`src/design/ucfp_pkg.sv`:
```
`timescale 1ns / 1ps
// ----------------------------------------------------------------------------
// UART command frame parser package
// Shared types and constants for the frame parser block.
// ----------------------------------------------------------------------------
package ucfp_pkg;

  localparam logic [7:0] SYNC_BYTE     = 8'h2f;
  localparam int         CAP_DEPTH     = 5;
  localparam logic [2:0] POS_HUNT      = 3'd0;
  localparam logic [2:0] POS_FIRST     = 3'd1;
  localparam logic [2:0] POS_LAST_CAP  = 3'd5;
  localparam logic [2:0] POS_CHECKSUM  = 3'd7;

  // configuration register indexes
  localparam logic REG_WRITE_CMD = 1'b0;
  localparam logic REG_READ_CMD  = 1'b1;

  // result kinds
  localparam logic KIND_STORE = 1'b0;
  localparam logic KIND_REPLY = 1'b1;

  typedef struct packed {
    logic [7:0] write_cmd;
    logic [7:0] read_cmd;
  } cfg_t;

  typedef struct packed {
    logic [15:0] warning_count;
    logic [7:0]  rx_byte;
  } req_t;

  typedef struct packed {
    logic        event_kind;
    logic [15:0] reply_word;
    logic [7:0]  record_checksum;
    logic [15:0] offset_word;
    logic [15:0] slope_word;
  } result_t;

endpackage

```
`src/design/ucfp_cfg_regs.sv`:
```
`timescale 1ns / 1ps
// ----------------------------------------------------------------------------
// Configuration registers
// APB-style register file holding the write and read command codes.
// ----------------------------------------------------------------------------
module ucfp_cfg_regs (
  input  logic          clk,
  input  logic          rst_n,
  input  logic          psel,
  input  logic          penable,
  input  logic          pwrite,
  input  logic [2:0]    paddr,
  input  logic [31:0]   pwdata,
  output logic [31:0]   prdata,
  output logic          pready,
  output ucfp_pkg::cfg_t cfg
);
  import ucfp_pkg::*;

  logic [7:0] write_cmd_r;
  logic [7:0] read_cmd_r;
  logic       wr_en;
  logic       reg_sel;

  assign pready  = 1'b1;
  assign wr_en   = psel & penable & pwrite & pready;
  assign reg_sel = paddr[2];

  always_ff @(posedge clk) begin
    if (!rst_n) begin
      write_cmd_r <= 8'd1;
      read_cmd_r  <= 8'd2;
    end else if (wr_en) begin
      unique case (reg_sel)
        REG_WRITE_CMD: write_cmd_r <= pwdata[7:0];
        REG_READ_CMD:  read_cmd_r  <= pwdata[7:0];
        default:       ;
      endcase
    end
  end

  always_comb begin
    unique case (reg_sel)
      REG_WRITE_CMD: prdata = {24'd0, write_cmd_r};
      REG_READ_CMD:  prdata = {24'd0, read_cmd_r};
      default:       prdata = 32'd0;
    endcase
  end

  assign cfg.write_cmd = write_cmd_r;
  assign cfg.read_cmd  = read_cmd_r;

endmodule

```
`src/design/ucfp_frame_core.sv`:
```
`timescale 1ns / 1ps
// ----------------------------------------------------------------------------
// Frame core
// Input register, frame position tracking, checksum and result decode.
// ----------------------------------------------------------------------------
module ucfp_frame_core (
  input  logic               clk,
  input  logic               rst_n,
  input  ucfp_pkg::cfg_t     cfg,
  input  logic               req_valid,
  output logic               req_ready,
  input  ucfp_pkg::req_t     req,
  output logic               res_valid,
  input  logic               res_ready,
  output ucfp_pkg::result_t  res
);
  import ucfp_pkg::*;

  logic       s1_valid_r, s1_valid_nxt;
  req_t       s1_req_r;
  logic [2:0] pos_r, pos_nxt;
  logic [7:0] sum_r, sum_nxt;
  logic [7:0] cap_r [CAP_DEPTH];
  logic [2:0] cap_idx;
  logic       take;
  logic       sum_ok;
  logic       is_write;
  logic       is_read;
  logic [7:0] b;

  assign b         = s1_req_r.rx_byte;
  assign take      = s1_valid_r & res_ready;
  assign req_ready = ~s1_valid_r | res_ready;
  assign cap_idx   = pos_r - 3'd1;

  always_comb begin
    s1_valid_nxt = s1_valid_r;
    if (req_ready) begin
      s1_valid_nxt = req_valid;
    end
  end

  always_ff @(posedge clk) begin
    if (!rst_n) begin
      s1_valid_r <= 1'b0;
    end else begin
      s1_valid_r <= s1_valid_nxt;
    end
  end

  always_ff @(posedge clk) begin
    if (req_ready && req_valid) begin
      s1_req_r <= req;
    end
  end

  // frame position and running sum
  always_comb begin
    pos_nxt = pos_r;
    sum_nxt = sum_r;
    if (take) begin
      priority if (pos_r == POS_HUNT) begin
        if (b == SYNC_BYTE) begin
          pos_nxt = POS_FIRST;
          sum_nxt = 8'd0;
        end
      end else if (pos_r < POS_CHECKSUM) begin
        sum_nxt = sum_r + b;
        pos_nxt = pos_r + 3'd1;
      end else begin
        pos_nxt = POS_HUNT;
      end
    end
  end

  always_ff @(posedge clk) begin
    if (!rst_n) begin
      pos_r <= POS_HUNT;
      sum_r <= 8'd0;
    end else begin
      pos_r <= pos_nxt;
      sum_r <= sum_nxt;
    end
  end

  // keep the command byte and the four parameter bytes
  always_ff @(posedge clk) begin
    for (int i = 0; i < CAP_DEPTH; i++) begin
      if (take && pos_r != POS_HUNT && pos_r <= POS_LAST_CAP && cap_idx == 3'(i)) begin
        cap_r[i] <= b;
      end
    end
  end

  assign sum_ok   = (pos_r == POS_CHECKSUM) && (b == sum_r);
  assign is_write = cap_r[0] == cfg.write_cmd;
  assign is_read  = cap_r[0] == cfg.read_cmd;

  assign res_valid = s1_valid_r & sum_ok & (is_write | is_read);

  always_comb begin
    res = '0;
    if (is_write) begin
      res.event_kind      = KIND_STORE;
      res.slope_word      = {cap_r[1], cap_r[2]};
      res.offset_word     = {cap_r[3], cap_r[4]};
      res.record_checksum = cap_r[1] + cap_r[2] + cap_r[3] + cap_r[4];
    end else begin
      res.event_kind = KIND_REPLY;
      res.reply_word = s1_req_r.warning_count;
    end
  end

endmodule

```
`src/design/ucfp_out_reg.sv`:
```
`timescale 1ns / 1ps
// ----------------------------------------------------------------------------
// Output register
// Holds one result until the downstream side takes it.
// ----------------------------------------------------------------------------
module ucfp_out_reg (
  input  logic               clk,
  input  logic               rst_n,
  input  logic               res_valid,
  output logic               res_ready,
  input  ucfp_pkg::result_t  res,
  output logic               out_valid,
  input  logic               out_ready,
  output ucfp_pkg::result_t  out_res
);
  import ucfp_pkg::*;

  logic    valid_r, valid_nxt;
  result_t res_r;

  assign res_ready = ~valid_r | out_ready;

  always_comb begin
    valid_nxt = valid_r;
    if (res_ready) begin
      valid_nxt = res_valid;
    end
  end

  always_ff @(posedge clk) begin
    if (!rst_n) begin
      valid_r <= 1'b0;
    end else begin
      valid_r <= valid_nxt;
    end
  end

  always_ff @(posedge clk) begin
    if (res_ready && res_valid) begin
      res_r <= res;
    end
  end

  assign out_valid = valid_r;
  assign out_res   = res_r;

endmodule

```
`src/design/uart_command_frame_parser_unit.sv`:
```
`timescale 1ns / 1ps
// ----------------------------------------------------------------------------
// UART command frame parser
// Hunts for start code 0x2f, checks 8-byte frames and emits parameter
// records or warning count replies.
// ----------------------------------------------------------------------------
// Output path: once the checksum byte request is accepted, the result passes
// the input register, then the output register, before out_tvalid rises.
// Throughput: one request per cycle unless out_tready stalls the output.
// Reset: synchronous active-low rst_n clears the pipeline valids, returns the
// parser to hunting and loads command codes 1 (write) and 2 (read).
module uart_command_frame_parser_unit (
  input  logic        clk,
  input  logic        rst_n,
  input  logic        in_tvalid,
  output logic        in_tready,
  input  logic [23:0] in_tdata,   // rx_byte[7:0], warning_count[23:8]
  output logic        out_tvalid,
  input  logic        out_tready,
  output logic [55:0] out_tdata,  // slope_word[15:0], offset_word[31:16],
                                  // record_checksum[39:32], reply_word[55:40]
  output logic        out_tuser,  // event_kind
  input  logic        cfg_psel,
  input  logic        cfg_penable,
  input  logic        cfg_pwrite,
  input  logic [2:0]  cfg_paddr,
  input  logic [31:0] cfg_pwdata,
  output logic [31:0] cfg_prdata,
  output logic        cfg_pready
);
  import ucfp_pkg::*;

  cfg_t    cfg;
  req_t    req;
  result_t res;
  result_t out_res;
  logic    res_valid;
  logic    res_ready;

  assign req.rx_byte       = in_tdata[7:0];
  assign req.warning_count = in_tdata[23:8];

  ucfp_cfg_regs u_cfg (
    .clk     (clk),
    .rst_n   (rst_n),
    .psel    (cfg_psel),
    .penable (cfg_penable),
    .pwrite  (cfg_pwrite),
    .paddr   (cfg_paddr),
    .pwdata  (cfg_pwdata),
    .prdata  (cfg_prdata),
    .pready  (cfg_pready),
    .cfg     (cfg)
  );

  ucfp_frame_core u_core (
    .clk       (clk),
    .rst_n     (rst_n),
    .cfg       (cfg),
    .req_valid (in_tvalid),
    .req_ready (in_tready),
    .req       (req),
    .res_valid (res_valid),
    .res_ready (res_ready),
    .res       (res)
  );

  ucfp_out_reg u_out (
    .clk       (clk),
    .rst_n     (rst_n),
    .res_valid (res_valid),
    .res_ready (res_ready),
    .res       (res),
    .out_valid (out_tvalid),
    .out_ready (out_tready),
    .out_res   (out_res)
  );

  assign out_tdata = {out_res.reply_word, out_res.record_checksum,
                      out_res.offset_word, out_res.slope_word};
  assign out_tuser = out_res.event_kind;

endmodule
```
`config.mk`:
```
export PLATFORM = sky130hd
export DESIGN_NAME = uart_command_frame_parser_unit
export DESIGN_NICKNAME = d
export VERILOG_FILES = /design/src/design/ucfp_pkg.sv /design/src/design/ucfp_cfg_regs.sv /design/src/design/ucfp_frame_core.sv /design/src/design/ucfp_out_reg.sv /design/src/design/uart_command_frame_parser_unit.sv
export SDC_FILE = /design/constraint.sdc
export NUM_CORES = 1
export LEC_CHECK = 0
export ABC_AREA = 1
export BUFFER_PORTS_ARGS = -buffer_cell sky130_fd_sc_hd__buf_2
export CAP_MARGIN = 40
export CORE_MARGIN = 2
export CORE_UTILIZATION = 59
export CTS_BUF_LIST = sky130_fd_sc_hd__clkbuf_16
export DETAILED_ROUTE_END_ITERATION = 10
export PLACE_DENSITY_LB_ADDON = 0.25
export SYNTH_ARGS = -nofsm -noshare
export SYNTH_HDL_FRONTEND = slang
export SYNTH_HIERARCHICAL = 1
export SYNTH_SLANG_ARGS = --single-unit
```
`constraint.sdc`:
```
create_clock -name clk -period 7.3 [get_ports clk]
set_input_delay 0.73 -clock clk [delete_from_list [all_inputs] [get_ports clk]]
set_output_delay 0.73 -clock clk [all_outputs]
set_load 0.01 [all_outputs]
```
## Yosys cells after proc, flatten, opt, wreduce, memory -nomap -nowiden

Memory sizes are Yosys's and may differ from the RTL's.
Cells that the tools add are included.

| word-level totals | value |
|---|---|
| register bits after elaboration | 110 |
| latch bits | 0 |
| memory bits (writable) | 40 |
| ROM bits | 0 |
| input port bits | 66 |
| output and inout bits | 92 |
| word-level logic and storage cells | 95 |
| memories | 1 |

| cells by class | value |
|---|---|
| add/sub/neg operators | 6 |
| multipliers | 0 |
| divide/modulo/power cells | 0 |
| order comparisons | 2 |
| eq/ne operators | 10 |
| shift-type cells | 0 |
| mux-type cells | 30 |
| bitwise gates (word level) | 11 |
| reductions and logical operators | 22 |

Memories:

| name | depth | width | read ports | clocked after memory_dff | write ports | line | RTL |
|---|---|---|---|---|---|---|---|
| u_core.cap_r | 5 | 8 | 5 | 0 | 1 | ucfp_frame_core.sv:23 | `logic [7:0] cap_r [CAP_DEPTH];` |

Operator list:

| kind | count |
|---|---|
| 32-bit one-hot mux with 2 select lines | 1 |
| 8-bit two-way mux | 7 |
| 8-bit adder | 4 |
| 8-bit OR reduction | 4 |
| 8-bit == test | 3 |
| 3-bit two-way mux | 7 |
| 1-bit two-way mux | 15 |
| 1-bit logical AND | 10 |
| 8-bit by 6-bit == test with 1-bit output (second input constant) | 1 |
| 3-bit by 2-bit == test with 1-bit output (second input constant) | 2 |
| 3-bit == test (second input constant) | 2 |
| 3-bit logical NOT | 2 |
| 2-bit AND reduction | 3 |
| 1-bit AND | 5 |
| 3-bit by 1-bit adder with 3-bit output (second input constant) | 1 |
| 3-bit by 1-bit == test with 1-bit output (second input constant) | 1 |
| 3-bit less-or-equal comparator (second input constant) | 1 |
| 3-bit less-than comparator (second input constant) | 1 |
| 1-bit NOT | 3 |
| 1-bit OR | 3 |
| 3-bit AND reduction | 1 |
| 3-bit nonzero test | 1 |
| 3-bit by 1-bit subtractor with 3-bit output (second input constant) | 1 |
| 2-bit != test (second input constant) | 1 |
| 2-bit nonzero test | 1 |

## Logic depth before layout (Yosys ltp)

Gate-level depths: netlist (run 1).

| depth | value |
|---|---|
| depth after elaboration | 13 |
| gate-level depth with buffers | 12 |
| depth with buffers taken out | 12 |

## By module

Netlist (run 1), hierarchy kept.

By module, submodules not included:

| module | instances | cells an instance | area each (sq um) | sequential area each (sq um) |
|---|---|---|---|---|
| ucfp_frame_core | 1 | 463 | 4261.6 | 2162.1 |
| ucfp_out_reg | 1 | 64 | 1762.9 | 1731.7 |
| ucfp_cfg_regs | 1 | 150 | 989.7 | 320.3 |

## Least setup slack after synthesis (run 1)

OpenSTA, ideal clock, no wires.

| path | value |
|---|---|
| path kind | register to register |
| start point | register u_core.s1_req_r, in the netlist u_core/b[6] |
| end point | register u_out/out_res[0] (netlist name) |
| library setup time | 0.491 ns |
| data arrival time | 4.088 ns |
| required time | 6.809 ns |
| setup slack | 2.721 ns |
| stages on the path, launching flop included | 9 |
| buffers on the path | 0 |
| clock period less this slack | 4.579 ns |
| cells stage by stage | edfxtp_1 ha_1 inv_1 nand2_1 nor3_1 nand4_1 a21oi_1 inv_1 a21oi_1 |

| between the ends | value |
|---|---|
| longest elaborated chain between the ends | 5 |

Ends and longest elaborated chain:

| item | line | RTL |
|---|---|---|
| from (decl) | ucfp_frame_core.sv:20 | `req_t s1_req_r;` |
| from (signal assigned) | ucfp_frame_core.sv:53 | `s1_req_r <= req;` |
| 8-bit == test | ucfp_frame_core.sv:95 | `assign sum_ok = (pos_r == POS_CHECKSUM) && (b == sum_r);` |
| 1-bit logical AND | ucfp_frame_core.sv:95 |  |
| 1-bit AND (2 in a row) | ucfp_frame_core.sv:99 | `assign res_valid = s1_valid_r & sum_ok & (is_write \| is_read);` |
| net res_valid | uart_command_frame_parser_unit.sv:37 | `logic res_valid;` |
| 1-bit logical AND | ucfp_out_reg.sv:39 | `if (res_ready && res_valid) begin` |

The timed path passes the listed nets, and every way through them passes these cells.
A chain may end at the register's enable or synchronous reset.

==> results.md, run 1 <==
* Hold depth at 2
* Total track usage at between 20 and 25%
* Total Nets Final at 895
* Clock Skew at just under 10 ps
* Primary FF master, synth: edfxtp_1
* H-tree level count at 4
* Hpwl dp at 9330 um
* Largest stage delay on the critical path at 470 ps
* Routed via count at approximately 4700
* Yosys warns at 6
* Fillers at 806
* Critical path arrival at 3100 ps
* Max Slew Vio Count at 0
* Pleak at 3.89 nW
* Clk sinks at 150
* Initial DRC count at around 390
* CTS Buf Count at 17
* CP max stage cell: fa_1
* Initial antenna violation count at 0
* R2R cell count at 10
* CTS clk-pin slew, worst paths at 60 ps
* Routed length per instance at 14.1 um
* Count of different cell masters after synthesis at 34
* Area of the multi-input gates at 2190 um2
* Min cycle time layout at 2930 ps
* Crit path buf inv count at 3
* CTS tree: built
* Final Hold Viols at 0
* Number of global-route vias before repair at 4550
* Clk_lat worst skew at 420 ps
* Max Cap Violations at 0
* Synthesized area at 7010 um2
* Remaining Overflow, GRT at 0
* Post-route clock period utilization at between 40% and 50%
* Number of gates resized after cts at 0
* Critical Path Start Type: flip-flop
* Failing checks: design-rule violations
* Mean Syn Cell Area at slightly above 10 um2
* Die Wd at 113 um
* RSZ-0062 raised after global routing: no
* Crit-path max FO at 4
* Gp weighted congestion at slightly below 0.9
* Fmax at around 340 MHz
* Initial Util at between 60% and 70%
* Seq cells post-synth at 150
* Hold-fix buffers, CTS at 0
* # diodes at 0
* Die area at approximately 13000 um2
* RR Startpoint: u_core/cap_r[3][1]$_DFFE_PP_
* Antenna viol nets, final at 0
* Setup TNS at 0 ps
* Number of synthesized flops with an enable pin at 121
* Power Dens Cells at 226 nW/um2
* End of the worst hold path: u_core/sum_r[6]$_SDFFE_PN0P_
* CP Capture Type: flip-flop
* Drt first pass iters at 8
* Max VDD drop at 0.000193 V
* FF/Latch Area at 4210 um2
* Clock buffer depth at 2
* Fraction of layout cells with a size suffix above 1 at about a fifth
* Placed cell count at a little over 900
* Critical Path Stages at 10
* PortBufs at 106
* First-pass GRT wire length at 21600 um
* Routed vias/inst at 4.98
* Syn Inst Count at 677
* Layout area overhead at 16.4%
* Die height at 113 um
* Sequential share of the synthesized area at between 60% and 70%
* Async SR Flop Fraction at 0%
* Final cell count without fillers at 949
* Clk root buf: clkbuf_16
* Post-route DRC at 5
* I/O Pins at 158
* Largest net degree at the start of global routing at 58
* Critical path type: flip-flop to flip-flop
* Status: finished, violations left
* Design Power at 1.85 mW
* Crit-path cells: inv_1 > fa_1 > fa_1 > inv_1 > ha_1 > inv_1 > fa_1 > o21ai_0 > and2_1 > nor2_1
* CP required at around 7500 ps
* Max_slew headroom at roughly two fifths
* Delay-heaviest family, CP: adder cells
* CORE AREA at 11500 um2
* HP Class: flip-flop to flip-flop
* Core Rows at 39
* Hold Crit Start: u_core/sum_r[6]$_SDFFE_PN0P_
* Setup slack, reg-to-reg at 4370 ps
* Final setup violation count at 0
* Tightest Pin Transition at 875 ps
* R2R Path End: u_out/out_res[37]$_DFFE_PP_
* Final wirelength at between 10000 and 15000 um
* Post-CTS setup repair buffer count at 0
cells in the mapped netlist, drive strengths merged, types with 2 or more instances:
cell type | number | share of area (%)
o21ai | 12 | 0.86
xor2 | 11 | 1.4
o21bai | 2 | 0.21
a21oi | 23 | 1.7
nand2 | 110 | 5.9
inv | 116 | 6.2
edfxtp | 121 | 52
dfxtp | 29 | 8.3
nor3 | 8 | 0.57
nand3 | 37 | 2.7
nand4 | 2 | 0.18
xnor2 | 5 | 0.62
conb | 2 | 0.11
fa | 15 | 4.3
ha | 21 | 3.7
and2 | 2 | 0.18
buf | 36 | 3.9
or2 | 4 | 0.36
nor2 | 117 | 6.6
layout make-up:
cell class	count	area share, %
flip-flops and latches	150	51.6
multi-input cells	397	26.8
repair buffers	111	7.02
inverters	116	5.36
clock buffers	17	5.21
well taps	143	2.19
clock inverters	15	1.79
kinds of logic (layout without fill, tap and decap cells):
| group | count (synthesis) | in the layout | synth area share [%] |
|---|---|---|---|
| compound gates | 39 | 39 | 2.96 |
| xor+xnor | 16 | 16 | 2.00 |
| fa+ha+maj | 36 | 36 | 8.03 |
| buf+inv | 153 | 259 | 10.2 |
| flops | 150 | 150 | 60.1 |
| other cells | 2 | 25 | 0.107 |
| simple gates | 281 | 281 | 16.6 |
worst max path at each step:
stage	from	to	slack, ps
floorplan	u_core/b[6]$_DFFE_PP_	u_out/out_res[0]$_DFFE_PP_	2720
global placement	u_core/cap_r[0][1]$_DFFE_PP_	u_out/out_res[48]$_DFFE_PP_	3800
detailed placement	u_core/cap_r[3][1]$_DFFE_PP_	u_out/out_res[37]$_DFFE_PP_	4440
CTS	u_core/cap_r[3][1]$_DFFE_PP_	u_out/out_res[37]$_DFFE_PP_	4380
global route	u_core/cap_r[3][1]$_DFFE_PP_	u_out/out_res[39]$_DFFE_PP_	4220
finish	u_core/cap_r[3][1]$_DFFE_PP_	u_out/out_res[37]$_DFFE_PP_	4370
flip-flops by register name, indices dropped and copies added (netlist names):
| name | cells |
|---|---|
| u_cfg/read_cmd_r | 8 |
| u_core/pos_r | 3 |
| u_core/s1_valid_r | 1 |
| u_core/cap_r | 40 |
| u_cfg/write_cmd_r | 8 |
| u_core/sum_r | 8 |
| u_core/b | 8 |
| u_core/s1_req_r | 16 |
| u_out/out_res | 57 |
| u_out/out_valid | 1 |
placed cells by master, fill, tap and decap left out, drive strengths merged, types with 2 or more instances in the layout:
cell type	instances
clkinv	7
nand3	37
clkbuf	17
xnor2	5
nand4	2
inv	119
dfxtp	29
clkinvlp	2
ha	21
bufinv	3
buf	111
a21oi	23
and2	2
edfxtp	121
nor3	8
o21ai	12
conb	25
fa	15
nor2	117
o21bai	2
nand2	110
or2	4
xor2	11
routing by layer:
metal | track usage [%] | routed length, um | vias to the layer above
met5 | 0 | 0 | -
met2 | 37.2 | 6880 | 174
met1 | 27.4 | 5350 | 2187
met4 | 8.86 | 314 | 0
li1 | - | - | 2334
met3 | 5.78 | 801 | 29
stage by stage:
step / hold slack (ps) / utilization [%] / instance area [um2] / setup WS [ps]
floorplan: 449 / - / 7100 / 2720
global placement: 461 / 65.7 / 7570 / 3800
detailed placement: 462 / 65.9 / 7590 / 4440
CTS: 468 / 70.9 / 8160 / 4380
global route: 462 / 70.9 / 8160 / 4220
finish: 471 / 70.9 / 8160 / 4370
worst reg2reg max path, delay by kind of cell, from the launching register on:
kind	cells	cell delay [ps]
buffers and inverters	3	270
AO/OA/AOI/OAI	1	260
flip-flops	1	360
adder cells (fa/ha/maj)	4	1560
AND/OR/NAND/NOR	2	230
power breakdown:
group | internal, mW | leakage, nW | total (mW) | switching (mW)
logic | 0.0220 | 2.15 | 0.0604 | 0.0385
clock network | 0.526 | 0.286 | 0.843 | 0.317
registers | 0.931 | 1.45 | 0.943 | 0.0117
Note: power is estimated with default switching activity, not from simulation.
==> run 2, diff against run 1 <==
--- a/config.mk
+++ b/config.mk
@@ -9,7 +9,7 @@
 export BUFFER_PORTS_ARGS = -buffer_cell sky130_fd_sc_hd__buf_2
 export CAP_MARGIN = 40
 export CORE_MARGIN = 2
-export CORE_UTILIZATION = 59
+export CORE_UTILIZATION = 54
 export CTS_BUF_LIST = sky130_fd_sc_hd__clkbuf_16
 export DETAILED_ROUTE_END_ITERATION = 10
 export PLACE_DENSITY_LB_ADDON = 0.25
==> constraint.sdc (replaced) <==
create_clock -name clk -period 2.8 [get_ports clk]
set_input_delay 0.28 -clock clk [delete_from_list [all_inputs] [get_ports clk]]
set_output_delay 0.28 -clock clk [all_outputs]
set_load 0.01 [all_outputs]
==> run 2 against run 1 <==
The run now ends clean. Fmax grew 4.9%. Critical path type unchanged. Critical path depth did not move. Sequential share of layout area fell by 1.6 points. Clock power grew to 3.0 times the previous value. Highest routed layer unchanged. Largest cell class unchanged. Die area rose by 8.9%. Utilization decreased by 4.4 points.
==> results.md, run 2 (same netlist as run 1, synthesis figures left out) <==
* Remaining Overflow, GRT at 0
* Largest net degree at the start of global routing at between 50 and 60
* Final wirelength at about 14000 um
* Gp weighted congestion at between 0.8 and 0.9
* Max Cap Violations at 0
* Max VDD drop at 0.000463 V
* Detail Route met3 WL at ~700 um
* Antenna viol nets, final at 0
* Total Nets Final at ~900
* Met1 WL at 5650 um
* Critical Path Start Type: flip-flop
* First-pass GRT wire length at 22600 um
* Layout area overhead at 20.1%
* Routed vias/inst at between 4 and 5
* H-tree level count at 4
* Commonest non-fill, non-tap cell in the layout: edfxtp_1
* Max Slew Vio Count at 0
* Top sig layer: met4
* Max reg flops at 57
* Initial antenna violation count at 0
* Post-place setup slack at between 20 and 30 ps
* CORE AREA at 12700 um2
* Hpwl dp at approximately 9600 um
* Status: finished clean
* HP Class: primary input to flip-flop
* Core Rows at between 40 and 50
* Fraction of layout cells with a size suffix above 1 at 21.7%
* Setup slack, reg-to-reg at 7 ps
* DR WL met2 at 7450 um
* CP Launch Point: u_core/cap_r[3][6]$_DFFE_PP_
* Clk_lat worst skew at 420 ps
* Routed length per instance at 14.3 um
* RR Startpoint: u_core/cap_r[3][6]$_DFFE_PP_
* Die area at 13900 um2
* Drt first pass iters at 4
* Total track usage at a little over a fifth
* Critical path type: flip-flop to flip-flop
* Die height at 118 um
* CP required at 2970 ps
* Post-CTS setup repair buffer count at 0
* CTS tree: built
* Pleak at a little under 4 nW
* Clk sinks at 150
* Initial DRC count at ~330
* RSZ-0062 raised after global routing: yes
* Post-route clock period utilization at 99.8%
* Design Power at 5.15 mW
* I/O Pins at 158
* Power Dens Cells at slightly above 600 nW/um2
* Number of global-route vias before repair at 4741
* Most frequent cells in the layout: edfxtp_1 (121), nor2_1 (113), inv_1 (110)
* Clock Skew at around 7.3 ps
* Routed via count at 4792
* Initial Util at 55.4%
* CTS Buf Count at 17
* Hold-fix buffers, CTS at 0
* Die Wd at between 100 and 150 um
* Critical path arrival at 2960 ps
* Final Hold Viols at 0
* Clk root buf: clkbuf_16
* Final worst slack at 6.56 ps
* Post-route DRC at 0
* Fmax at 358 MHz
* Crit-path max FO at 4
* CTS clk-pin slew, worst paths at 60 ps
* CP Capture Type: flip-flop
* Clock buffer depth at 2
* PortBufs at 106
* # diodes at 0
* Final setup violation count at 0
* Min cycle time layout at ~2800 ps
* Hold Crit Start: in_tdata[16]
* Fillers at 996
run 2: power breakdown:
| group | internal, mW | leakage, nW | switching (mW) | total [mW] |
|---|---|---|---|---|
| logic | 0.0600 | 2.19 | 0.107 | 0.167 |
| clock network | 1.66 | 0.324 | 0.866 | 2.53 |
| registers | 2.43 | 1.45 | 0.0262 | 2.45 |
| total | 4.15 | 3.96 | 0.999 | 5.15 |
run 2: cell type report:
class	instances	area, um2	area share, %
Sequential cell	150	4210	50.0
Multi-Input combinational cell	397	2260	26.8
Timing Repair Buffer	119	641	7.60
Inverter	116	438	5.20
Clock buffer	17	425	5.05
Clock inverter	15	234	2.78
Tap cell	172	215	2.55
run 2: critical path, cell delays in order (launching register included):
cell	delay, ps
edfxtp_1	370
inv_1	110
fa_1	450
fa_1	520
inv_1	50
ha_1	350
nand2_1	120
o21ai_0	220
nor2_1	110
nor2_1	170
nor2_1	70
run 2: layer usage:
layer,vias to the layer above,track usage [%]
met4,0,8.73
met5,-,0
met3,24,5.81
met1,2267,24.1
met2,148,37.2
li1,2353,-
run 2: through the flow:
step	hold WS [ps]	instance area [um2]	util, %	instances	setup TNS [ps]
after floorplan	379	7110	-	700	0
after global placement	456	7690	60.7	954	0
after detailed placement	458	7690	60.7	954	0
after CTS	18.0	8370	66.1	986	0
after global routing	10.5	8420	66.5	986	-183
final	33.3	8420	66.5	986	0
run 2: final timing paths:
check                                                endpoint  cells past startpoint
worst max-delay path              u_out/out_res[39]$_DFFE_PP_                     10
worst min-delay path            u_core/s1_req_r[16]$_DFFE_PP_                      1
worst max register to register    u_out/out_res[39]$_DFFE_PP_                     10
worst min register to register   u_core/sum_r[7]$_SDFFE_PN0P_                      2
run 2: repair_timing:
item / in CTS / in global routing
resized for setup: 4 / 12
pin swaps: 2 / 5
endpoints found under the setup margin: 2 / 4
==> run 3, diff against run 2 <==
--- a/config.mk
+++ b/config.mk
@@ -6,12 +6,12 @@
 export NUM_CORES = 1
 export LEC_CHECK = 0
 export ABC_AREA = 1
-export BUFFER_PORTS_ARGS = -buffer_cell sky130_fd_sc_hd__buf_2
 export CAP_MARGIN = 40
 export CORE_MARGIN = 2
-export CORE_UTILIZATION = 54
+export CORE_UTILIZATION = 63
 export CTS_BUF_LIST = sky130_fd_sc_hd__clkbuf_16
 export DETAILED_ROUTE_END_ITERATION = 10
+export DONT_BUFFER_PORTS = 1
 export PLACE_DENSITY_LB_ADDON = 0.25
 export SYNTH_ARGS = -nofsm -noshare
 export SYNTH_HDL_FRONTEND = slang
==> run 3 against run 2 <==
Critical path type unchanged. Register-to-register slack better by 40 ps. Final cell count down 11%. Count of clock-buffer cells in the layout stayed put. Hold slack better by 14 ps. Clock skew grew 7.1 ps. Total power is 5.3% lower. Highest routed layer unchanged. Utilization is 7.9 points higher. Worst setup slack improved by 45 ps. First-iteration DRC count shrank 7.8%. Flip-flop and latch count unchanged.
==> results.md, run 3 (same netlist as run 1, synthesis figures left out) <==
* Final hold slack at 47.7 ps
* CP Launch Point: u_core/cap_r[3][6]$_DFFE_PP_
* Initial DRC count at 306
* Die height at between 100 and 150 um
* Hold Crit Start: in_tvalid
* Tightest Pin Transition at 786 ps
* Core Rows at 38
* Max VDD drop at 0.000418 V
* Die Wd at 110 um
* Fmax at 364 MHz
* Hpwl dp at about 9000 um
* CTS Buf Count at 17
* Area of placed instances at 7110 um2
* PortBufs at 0
* Final Hold Viols at 0
* Routed length per instance at 15.5 um
* Max reg flops at 57
* Routed via count at 4520
* Commonest non-fill, non-tap cell in the layout: edfxtp_1
* R2R Path End: u_out/out_res[39]$_DFFE_PP_
* Max Cap Violations at 0
* Final wirelength at 13600 um
* Min cycle time layout at 2750 ps
* Final worst slack at roughly 50 ps
* Largest net degree at the start of global routing at 58
* R2R cell count at 10
* Critical path type: flip-flop to flip-flop
* Critical path arrival at 2920 ps
* H-tree level count at 4
* Clock Skew at between 10 and 15 ps
* Post-route DRC at 0
* Final Cell Area at 8060 um2
* CP Capture Type: flip-flop
* Antenna viol nets, final at 0
* Clk root buf: clkbuf_16
* I/O Pins at between 150 and 200
* Total track usage at 23.6%
* Clk sinks at 150
* Gp weighted congestion at 0.895
* CP required at 2970 ps
* Max_slew headroom at a little under half
* Clk_lat worst skew at ~420 ps
* Initial antenna violation count at 0
* Power Dens Cells at about 600 nW/um2
* RR Startpoint: u_core/cap_r[3][6]$_DFFE_PP_
* Util after Layout at between 70% and 80%
* End of the worst hold path: u_core/s1_valid_r$_SDFFE_PN0N_
* Fraction of layout cells with a size suffix above 1 at 9.93%
* CTS tree: built
* CORE AREA at 10800 um2
* RSZ-0062 raised after global routing: yes
* Setup slack, reg-to-reg at 50 ps
* Max Slew Vio Count at 0
* Total Nets Final at 824
* Pleak at around 3.6 nW
* Number of global-route vias before repair at 4365
* Routed vias/inst at between 5 and 6
* Final setup violation count at 0
* Die area at 12000 um2
* Crit-path max FO at 4
* First-pass GRT wire length at 21200 um
* Status: finished clean
* Clock buffer depth at 2
* Layout area overhead at 15.0%
* # diodes at 0
* Post-place setup slack at -78.6 ps
* Critical Path Start Type: flip-flop
* Remaining Overflow, GRT at 0
* CTS clk-pin slew, worst paths at 70 ps
* Initial Util at 64.7%
* Drt first pass iters at 6
* Post-route clock period utilization at 98.2%
* Most frequent cells in the layout: edfxtp_1 (121), nor2_1 (112), inv_1 (109), nand2_1 (109), nand3_1 (36)
* HP Class: primary input to flip-flop
* Hold depth at 2
-- run 3: worst max-delay path by stage --
stage                                   to  slack (ps)  depth (start not counted)
2_1_floorplan   u_out/out_res[0]$_DFFE_PP_         110                          8
3_3_place_gp   u_out/out_res[39]$_DFFE_PP_          40                         11
3_5_place_dp   u_out/out_res[39]$_DFFE_PP_         -80                         11
4_1_cts        u_out/out_res[37]$_DFFE_PP_          30                         10
5_1_grt        u_out/out_res[38]$_DFFE_PP_         -60                         10
6_report       u_out/out_res[39]$_DFFE_PP_          50                         10
-- run 3: worst max-delay path, cell delays in order (launching register included) --
cell,delay [ps]
edfxtp_1,390
inv_2,90
fa_1,460
fa_1,540
inv_1,50
ha_1,330
nand2_1,140
nor3_4,240
nor2_2,80
nor2_1,140
nor2_1,60
-- run 3: repair_timing --
| item | CTS | global route |
|---|---|---|
| setup buffers | 2 | 0 |
| pin swaps | 6 | 1 |
| hold endpoints to repair | 46 | 0 |
| hold buffers | 27 | 0 |
| endpoints found under the setup margin | 2 | 3 |
| gates resized for setup | 5 | 11 |
-- run 3: per-layer routing --
| metal | vias to the layer above | GRT usage [%] | share of wire (%) |
|---|---|---|---|
| li1 | 2199 | - | - |
| met1 | 2145 | 28.4 | 41 |
| met2 | 162 | 41.8 | 53 |
| met3 | 14 | 5.99 | 5.0 |
| met4 | 0 | 7.23 | 1.0 |
| met5 | - | 0 | 0 |
-- run 3: power breakdown --
| group | switching (mW) | internal (mW) |
|---|---|---|
| Sequential | 0.0269 | 2.43 |
| Clock | 0.927 | 1.34 |
| Combinational | 0.0949 | 0.0620 |
-- run 3: through the flow --
step	power (mW)	TNS, ps	instances
4_1_cts	4.89	0	875
3_3_place_gp	2.61	0	814
5_1_grt	5.01	-137	875
3_5_place_dp	2.62	-115	814
6_report	4.87	0	875
2_1_floorplan	2.62	0	700
-- run 3: layout make-up --
class | instances | area (um2)
tap | 140 | 175
fill | 705 | 2780
inverter | 116 | 438
clock buffer | 17 | 425
sequential | 150 | 4210
clock inverter | 15 | 171
multi-input combinational | 397 | 2260
timing repair buffer | 40 | 380
